<file path="src/design/dsc_pkg.sv">
package dsc_pkg;

    localparam int RESIDUE_SLOTS = 65536;
    localparam int RES_W         = $clog2(RESIDUE_SLOTS);
    localparam int EDIV_W        = RES_W + 1;
    localparam int ELEM_W        = 30;
    localparam int DIV_W         = 17;
    localparam int CNT_W         = 32;
    localparam int TOT_W         = 64;
    localparam int EPOCH_W       = 8;
    localparam int DVD_W         = ((ELEM_W > RES_W) ? ELEM_W : RES_W) + 1;
    localparam int STEP_W        = $clog2(DVD_W + 1);
    localparam int S_TDATA_W     = ((ELEM_W + 7) / 8) * 8;
    localparam int M_TDATA_W     = TOT_W;
    localparam int PADDR_W       = 3;
    localparam int PDATA_W       = 32;

    localparam logic [PADDR_W-3:0] REG_DIVISOR   = '0;
    localparam logic [DIV_W-1:0]   DIVISOR_RESET = DIV_W'(1);

    typedef struct packed {
        logic busy;
        logic done;
    } div_stat_t;

    typedef struct packed {
        logic [EPOCH_W-1:0] epoch;
        logic [CNT_W-1:0]   count;
    } slot_t;

endpackage

</file>
<file path="src/design/dsc_rem_unit.sv">
module dsc_rem_unit (
    input  logic                       clk,
    input  logic                       rst_n,
    input  logic                       start,
    input  logic [dsc_pkg::DVD_W-1:0]  dividend,
    input  logic [dsc_pkg::EDIV_W-1:0] divisor,
    output dsc_pkg::div_stat_t         stat,
    output logic [dsc_pkg::RES_W-1:0]  rem
);
    import dsc_pkg::*;

    logic              busy_reg;
    logic              done_reg;
    logic [STEP_W-1:0] step_reg;
    logic [DVD_W-1:0]  dvd_reg;
    logic [RES_W-1:0]  rem_reg;
    logic [EDIV_W-1:0] dsr_reg;
    logic [EDIV_W-1:0] trial;
    logic [EDIV_W-1:0] rem_next;

    // one quotient bit per cycle, restoring form
    always_comb
    begin
        trial    = {rem_reg, dvd_reg[DVD_W-1]};
        rem_next = (trial >= dsr_reg) ? (trial - dsr_reg) : trial;
    end

    always_ff @(posedge clk or negedge rst_n)
    begin
        if (!rst_n)
        begin
            busy_reg <= 1'b0;
            done_reg <= 1'b0;
            step_reg <= '0;
        end
        else if (start)
        begin
            busy_reg <= 1'b1;
            done_reg <= 1'b0;
            step_reg <= STEP_W'(DVD_W);
        end
        else if (busy_reg)
        begin
            step_reg <= step_reg - STEP_W'(1);
            if (step_reg == STEP_W'(1))
            begin
                busy_reg <= 1'b0;
                done_reg <= 1'b1;
            end
        end
        else
        begin
            done_reg <= 1'b0;
        end
    end

    always_ff @(posedge clk)
    begin
        if (start)
        begin
            dvd_reg <= dividend;
            rem_reg <= '0;
            dsr_reg <= divisor;
        end
        else if (busy_reg)
        begin
            dvd_reg <= {dvd_reg[DVD_W-2:0], 1'b0};
            rem_reg <= rem_next[RES_W-1:0];
        end
    end

    assign stat.busy = busy_reg;
    assign stat.done = done_reg;
    assign rem       = rem_reg;

endmodule

</file>
<file path="config.mk">
export PLATFORM = sky130hd
export DESIGN_NAME = dsc_rem_unit
export DESIGN_NICKNAME = d
export VERILOG_FILES = /design/src/design/dsc_pkg.sv /design/src/design/dsc_rem_unit.sv
export SDC_FILE = /design/constraint.sdc
export NUM_CORES = 1
export LEC_CHECK = 0
export BUFFER_PORTS_ARGS = -buffer_cell sky130_fd_sc_hd__buf_2
export CAP_MARGIN = 30
export CORE_UTILIZATION = 45
export DETAILED_ROUTE_END_ITERATION = 8
export GPL_ROUTABILITY_DRIVEN = 0
export PLACE_DENSITY = 0.67
export SLEW_MARGIN = 0
export SYNTH_ARGS = -nofsm -noshare
export SYNTH_HDL_FRONTEND = slang
export SYNTH_SLANG_ARGS = --single-unit
export TNS_END_PERCENT = 1
</file>
<file path="constraint.sdc">
create_clock -name clk -period 3.47 [get_ports clk]
set_input_delay 0.8675 -clock clk [delete_from_list [all_inputs] [get_ports clk]]
set_output_delay 0.8675 -clock clk [all_outputs]
set_load 0.05 [all_outputs]
</file>
==> out/qor_table.md, run 1 <==
| Item | This run |
|---|---|
| Accumulated negative setup slack | 0 ns |
| Unrepaired setup endpoints after global routing | false |
| Number of vias per cell | 5.431 |
| Number of buffers between clock root and the deepest sink | 2 |
| Maximum ir drop on the vdd rail | 0.2371 mV |
| Crit-path max FO | 20 |
| Number of buffers added for setup after CTS | 0 |
| Reg-to-reg endpoint | rem[1]$_SDFFE_PP0P_ |
| Fraction of power consumed by sequential logic | 0.542 |
| Largest net degree at the start of global routing | 33 |
| Die height | 94.12 um |
| EDFF count, synth | 48 |
| Clock share of power | 0.335 |
| Leakage power of the design | 1.947 nW |
| DR DRC count | 0 |
| Fraction of synthesized cell area taken by the top area cell type | 0.3775 |
| Proportion of total power due to net switching | 0.2651 |
| Reg2Reg Setup Slack | 0.66 ns |
| Number of cell rows | 33 |
| Sequential fraction of the synthesis area | 0.5072 |
| Number of flip-flops in the largest register | 31 |
| Area of the die | 0.008859 sq mm |
| Power per unit of standard cell area | 411.9 mW/mm^2 |
| Number of register bits inferred by synthesis | 71 |
| Arrival time reported for the critical path endpoint | 3.06 ns |
| Worst slew margin | 0.5086 |
| Internal power component | 0.001342 W |
| Crit path time final | 2.810 ns |
| Total congestion overflow | 0 |
| Setup violations, final | 0 |
| Worst hold-check path type | input port to asynchronous set/reset pin |
| Combinational Power Share | 0.123 |
| Layout-stage area growth over the synthesis result | 16.06% |
| Effective utilization at floorplan | 0.4647 |
| F_max | 355.9 MHz |
| Worst r2r path cells | 6 |
| Number of library cell types mapped by synthesis | 49 |
| Data required time at the worst endpoint | 3.72 ns |
| Net switching power of the design | 0.0004840 W |
| Antenna violation net count after detailed routing | 0 |
| Critical register-to-register path startpoint | rem[13]$_SDFFE_PP0P_ |
| Detailed placement HPWL | 5791 um |
| Layout Nets | 481 |
| Post-synthesis net count | 412 |
| Number of max-cap violations | 0 |
| Via count of the routed design | 2824 |
| Routed len/inst | 15.69 um |
| Actual transition at the worst max-transition pin | 0.7369 ns |
| Proportion of synthesized flip-flops having asynchronous set or reset | 0.09859 |
| Final-report hold violation count | 0 |
| Primary flip-flop cell chosen by synthesis mapping | sky130_fd_sc_hd__edfxtp_1 |
| IO Pins | 69 |
| Most frequent cell after synthesis | sky130_fd_sc_hd__edfxtp_1 |
| Count of TritonRoute iterations in the first routing pass | 4 |
| Post-CTS sizing | 0 |
| Clock latency on the worst-skew pair | 0.37 ns |
| Synth top area cells | sky130_fd_sc_hd__edfxtp_1, sky130_fd_sc_hd__mux2_2, sky130_fd_sc_hd__dfxtp_1 |
| Input/output buffers | 68 |
| Synthesized cell area | 0.003819 sq mm |
| Number of antenna repair diodes | 0 |
| Area inside the core boundary | 0.008217 sq mm |
| WL final | 8161 um |
| Clock slew seen by the registers of the worst setup and hold paths | 0.08 ns |
| Max Transition Viols Final | 0 |
| Startpoint Class | flop |
| Crit path kind | flop to flop |
| Per-instance average area after synthesis | 11.20 sq um |
| Via count of the first global-routing pass | 2723 |
| TritonCTS buffer count | 9 |
| Setup clock skew after layout | 0.01375 ns |
| Portion of the clock cycle consumed by the worst path in the final layout | 0.8097 |
| Global-route wire length before repair | 13330 um |
| Number of warnings reported in the yosys synthesis log | 0 |
| Final hold slack | 0.3290 ns |
| Total routing resource utilization after global routing | 0.2035 |
| Initial DRC Count | 111 |
| Hold-fix buffers at CTS | 0 |
| Number of levels the H-tree was split into | 3 |
| Cell at the root of the clock tree | sky130_fd_sc_hd__clkbuf_8 |
| Fraction of final layout cells sized beyond drive strength 1 | 0.3108 |
| Library cell with the largest summed area after synthesis | sky130_fd_sc_hd__edfxtp_1 |
| Clk sinks | 71 |
| Most frequent cells after synthesis | sky130_fd_sc_hd__edfxtp_1, sky130_fd_sc_hd__mux2_2, sky130_fd_sc_hd__nand2_1 |
| Outcome | completed |
| Initial antenna violation count | 0 |
| Die Width | 94.12 um |
| Cell count after synthesis | 341 |
| CTS tree | yes |
| Type of destination of the critical path | flop |
[logic make-up (layout without fill, tap and decap cells)]
family / after synthesis / in the layout / synth area share
DFF: 71 / 71 / 0.5072
AOI/OAI and AO/OA: 77 / 77 / 0.1465
xor gates and xnor gates: 15 / 15 / 0.03440
muxes: 32 / 32 / 0.09371
adders and majority gates: 20 / 20 / 0.06750
buffers and inverters: 41 / 115 / 0.04652
and+or+nand+nor: 85 / 85 / 0.1042
[power by group through the flow]
stage               Combinational, W  Clock (W)  Sequential (W)
finish                      0.000225   0.000612        0.000989
global route                0.000249   0.000663        0.000996
CTS                         0.000226   0.000630        0.000990
detailed placement          0.000225          0         0.00101
global placement            0.000218          0         0.00101
floorplan                   0.000145          0         0.00101
[routing by layer]
metal,global-route usage,vias up,routed length (um)
li1,-,1389,-
met1,0.2651,1351,3769
met3,0.05825,17,404
met2,0.3169,67,3811
met4,0.08205,0,175
met5,0,-,0
[placed cells by master (no fill, tap or decap), drive strengths merged, types with 2 or more instances in the layout]
| cell type | synthesis | final |
|---|---|---|
| a211oi | 3 | 3 |
| a21o | 6 | 6 |
| a21oi | 20 | 20 |
| a221o | 3 | 3 |
| a221oi | 2 | 2 |
| a31o | 3 | 3 |
| and2 | 2 | 2 |
| and3 | 4 | 4 |
| buf | 5 | 75 |
| clkbuf | 12 | 9 |
| clkinv | 0 | 4 |
| dfrtp | 7 | 7 |
| dfxtp | 16 | 16 |
| edfxtp | 48 | 48 |
| ha | 19 | 19 |
| inv | 24 | 27 |
| mux2 | 30 | 30 |
| mux2i | 2 | 2 |
| nand2 | 30 | 30 |
| nand2b | 10 | 10 |
| nand3 | 2 | 2 |
| nand4 | 2 | 2 |
| nor2 | 22 | 22 |
| nor3 | 4 | 4 |
| nor4 | 3 | 3 |
| o211ai | 11 | 11 |
| o21ai | 11 | 11 |
| o21bai | 2 | 2 |
| o311a | 4 | 4 |
| o31ai | 4 | 4 |
| or2 | 3 | 3 |
| xnor2 | 8 | 8 |
| xor2 | 7 | 7 |
[worst max path at each step]
stage	startpoint	slack, ns	end	depth (start not counted)
2_1_floorplan	rem[9]$_SDFFE_PP0P_	0.77	rem[6]$_SDFFE_PP0P_	9
3_3_place_gp	dsr_reg[14]$_DFFE_PP_	0.72	rem[1]$_SDFFE_PP0P_	7
3_5_place_dp	dsr_reg[14]$_DFFE_PP_	0.69	rem[1]$_SDFFE_PP0P_	7
4_1_cts	dsr_reg[14]$_DFFE_PP_	0.69	rem[1]$_SDFFE_PP0P_	7
5_1_grt	dsr_reg[6]$_DFFE_PP_	0.48	rem[8]$_SDFFE_PP0P_	7
6_report	rem[13]$_SDFFE_PP0P_	0.66	rem[1]$_SDFFE_PP0P_	6
[critical path: stages, from the launching register on]
cell and delay [ns]:
sky130_fd_sc_hd__dfxtp_1 0.34, sky130_fd_sc_hd__ha_1 0.37, sky130_fd_sc_hd__a21o_1 0.19, sky130_fd_sc_hd__a21o_1 0.18, sky130_fd_sc_hd__a221o_1 0.62, sky130_fd_sc_hd__or2_1 0.57
sky130_fd_sc_hd__a311o_1 0.43
[stage by stage]
step	total power, W	cells	worst slack (ns)	util	instance area [sq um]
2_1_floorplan	0.001154	341	0.7728	-	3819
3_3_place_gp	0.001224	504	0.7185	0.5179	4255
3_5_place_dp	0.001233	504	0.6950	0.5179	4255
4_1_cts	0.001846	520	0.6946	0.5394	4432
5_1_grt	0.001909	520	0.4809	0.5394	4432
6_report	0.001826	520	0.6605	0.5394	4432
[area by class of cell]
class,count,area [sq um]
Tap cell,105,131.4
Timing Repair Buffer,75,392.9
Fill cell,760,3785
Multi-Input combinational cell,229,1704
Sequential cell,71,1937
Inverter,24,90.09
Clock inverter,7,52.55
Clock buffer,9,123.9
No activity file was read; power rests on OpenSTA's default activity.
==> inputs of run 2 (changes only) <==
==> constraint.sdc (replaced) <==
create_clock -name clk -period 2.6 [get_ports clk]
set_input_delay 0.65 -clock clk [delete_from_list [all_inputs] [get_ports clk]]
set_output_delay 0.65 -clock clk [all_outputs]
set_load 0.05 [all_outputs]
==> run 2 against run 1 <==
Compared with the run above:
- fmax rose by 17%
- sequential share of layout area fell by 0.94 points
- die area did not move
- cell count rose by 1.7%
==> out/qor_table.md, run 2 (synthesis results as in run 1) <==
| Item | This run | Change |
|---|---|---|
| Outcome | completed | unchanged |
| Number of cell rows | 33 | unchanged |
| Detailed placement HPWL | 5767 um | was 5791 um |
| CTS tree | yes | unchanged |
| Reg2Reg Setup Slack | 0.20 ns | was 0.66 ns |
| Power per unit of standard cell area | 550.0 mW/mm^2 | was 411.9 mW/mm^2 |
| Input/output buffers | 68 | unchanged |
| Max Transition Viols Final | 0 | unchanged |
| Worst hold-check path type | input port to asynchronous set/reset pin | unchanged |
| Via count of the first global-routing pass | 2746 | was 2723 |
| Top library cells by usage in the layout, fill and taps aside | sky130_fd_sc_hd__buf_2, sky130_fd_sc_hd__edfxtp_1, sky130_fd_sc_hd__mux2_2, sky130_fd_sc_hd__nand2_1, sky130_fd_sc_hd__inv_1 | unchanged |
| Number of vias per cell | 5.276 | was 5.431 |
| Crit-path max FO | 3 | was 20 |
| Area inside the core boundary | 0.008217 sq mm | unchanged |
| Clock slew seen by the registers of the worst setup and hold paths | 0.09 ns | was 0.08 ns |
| Worst path setup slack after routing | 0.2028 ns | was 0.6605 ns |
| Reg-to-reg endpoint | rem[12]$_SDFFE_PP0P_ | was rem[1]$_SDFFE_PP0P_ |
| Setup slack after placement | 0.2051 ns | was 0.6950 ns |
| Startpoint Class | flop | unchanged |
| DR DRC count | 0 | unchanged |
| Layout Nets | 490 | was 481 |
| Total congestion overflow | 0 | unchanged |
| Initial DRC Count | 130 | was 111 |
| Accumulated negative setup slack | 0 ns | unchanged |
| Clk sinks | 71 | unchanged |
| Launching instance or port of the critical path | dvd_reg[30]$_DFFE_PP_ | was rem[13]$_SDFFE_PP0P_ |
| Maximum ir drop on the vdd rail | 0.3107 mV | was 0.2371 mV |
| Most common cell after layout, fill and taps aside | sky130_fd_sc_hd__buf_2 | unchanged |
| Fraction of final layout cells sized beyond drive strength 1 | 0.3373 | was 0.3108 |
| Number of cells after detailed placement | 513 | was 504 |
| Leakage power of the design | 2.008 nW | was 1.947 nW |
| Effective utilization at floorplan | 0.4647 | unchanged |
| Number of levels the H-tree was split into | 3 | unchanged |
| Largest net degree at the start of global routing | 29 | was 33 |
| Antenna violation net count after detailed routing | 0 | unchanged |
| Count of TritonRoute iterations in the first routing pass | 4 | unchanged |
| Die Width | 94.12 um | unchanged |
| Post-route insts no fill | 529 | was 520 |
| Via count of the routed design | 2791 | was 2824 |
| Number of buffers added for setup after CTS | 0 | unchanged |
| Global-route wire length before repair | 13340 um | was 13330 um |
| Unrepaired setup endpoints after global routing | false | unchanged |
| Data required time at the worst endpoint | 2.86 ns | was 3.72 ns |
| Clock latency on the worst-skew pair | 0.36 ns | was 0.37 ns |
| Layout-stage area growth over the synthesis result | 18.84% | was 16.06% |
| Cell at the root of the clock tree | sky130_fd_sc_hd__clkbuf_8 | unchanged |
| Total routing resource utilization after global routing | 0.2008 | was 0.2035 |
| Crit path kind | flop to flop | unchanged |
| Crit path time final | 2.397 ns | was 2.810 ns |
| Worst slew margin | 0.6927 | was 0.5086 |
| Final-report hold violation count | 0 | unchanged |
| Core utilization of the finished layout | 0.5523 | was 0.5394 |
| Number of antenna repair diodes | 0 | unchanged |
| Number of max-cap violations | 0 | unchanged |
| Portion of the clock cycle consumed by the worst path in the final layout | 0.9220 | was 0.8097 |
| Actual transition at the worst max-transition pin | 0.4593 ns | was 0.7369 ns |
| Die height | 94.12 um | unchanged |
| WL final | 8044 um | was 8161 um |
| Routed len/inst | 15.21 um | was 15.69 um |
| Setup clock skew after layout | 0.01034 ns | was 0.01375 ns |
| Area of the die | 0.008859 sq mm | unchanged |
| CP Capture Point | rem[12]$_SDFFE_PP0P_ | was rem[1]$_SDFFE_PP0P_ |
| F_max | 417.2 MHz | was 355.9 MHz |
| Number of buffers between clock root and the deepest sink | 2 | unchanged |
| Type of destination of the critical path | flop | unchanged |
| Number of inserted filler cells in the final layout | 719 | was 760 |
| Initial antenna violation count | 0 | unchanged |
| Arrival time reported for the critical path endpoint | 2.66 ns | was 3.06 ns |
| Setup violations, final | 0 | unchanged |
| Number of flip-flops in the largest register | 31 | unchanged |
| Worst r2r path cells | 11 | was 6 |
| IO Pins | 69 | unchanged |
| TritonCTS buffer count | 9 | unchanged |
| Critical register-to-register path startpoint | dvd_reg[30]$_DFFE_PP_ | was rem[13]$_SDFFE_PP0P_ |
run 2: worst min path at each step:
stage / depth (start not counted) / to / startpoint / slack [ns]
after floorplan: 0 / busy_reg$_DFF_PN0_ / rst_n / 0.35
after global placement: 1 / step_reg[4]$_DFFE_PN0P_ / rst_n / 0.49
after detailed placement: 1 / step_reg[4]$_DFFE_PN0P_ / rst_n / 0.49
after CTS: 1 / step_reg[0]$_DFFE_PN0P_ / rst_n / 0.09
after global routing: 1 / step_reg[0]$_DFFE_PN0P_ / rst_n / 0.09
final: 1 / step_reg[0]$_DFFE_PN0P_ / rst_n / 0.11
run 2: power by group:
part	switching, W	total (W)	leakage, nW	internal, W
clock network	0.000497	0.000875	0.101	0.000378
logic	0.000153	0.000302	1.21	0.000149
registers	0.0000276	0.00132	0.698	0.00129
run 2: per-layer routing:
layer | routed length (um) | global-route usage | up-vias
li1 | - | - | 1401
met1 | 3829 | 0.2693 | 1303
met2 | 3706 | 0.3108 | 74
met3 | 390 | 0.05502 | 13
met4 | 118 | 0.07051 | 0
met5 | 0 | 0 | -
run 2: what timing repair did:
| item | 4_1_cts | 5_1_grt |
|---|---|---|
| endpoints found under the setup margin | 0 | 2 |
| hold endpoints to repair | 0 | 0 |
| resized for setup | 0 | 1 |
| hold buffers | 0 | 0 |
run 2: layout make-up:
cell class	count	area (sq um)	share of cell area
Multi-Input combinational cell	229	1710	0.3769
Inverter	24	90.09	0.01985
Sequential cell	71	1941	0.4276
Clock inverter	7	68.82	0.01516
Tap cell	105	131.4	0.02895
Timing Repair Buffer	84	473.0	0.1042
Clock buffer	9	123.9	0.02730
run 2: critical path, stage by stage, from the launching register on:
cell and delay (ns):
sky130_fd_sc_hd__edfxtp_1 0.36, sky130_fd_sc_hd__inv_1 0.08, sky130_fd_sc_hd__ha_1 0.16, sky130_fd_sc_hd__inv_1 0.05, sky130_fd_sc_hd__fa_1 0.40, sky130_fd_sc_hd__a21o_1 0.22, sky130_fd_sc_hd__a221oi_2 0.22, sky130_fd_sc_hd__buf_4 0.16
sky130_fd_sc_hd__nor2_1 0.04, sky130_fd_sc_hd__o31ai_1 0.28, sky130_fd_sc_hd__xnor2_1 0.10, sky130_fd_sc_hd__a31o_2 0.24
run 2: through the flow:
step,cell area [sq um],total power [W],hold slack [ns]
floorplan,3822,0.001540,0.3544
global placement,4339,0.001636,0.4921
detailed placement,4339,0.001644,0.4942
CTS,4532,0.002532,0.09037
global route,4538,0.002619,0.09424
finish,4538,0.002496,0.1073
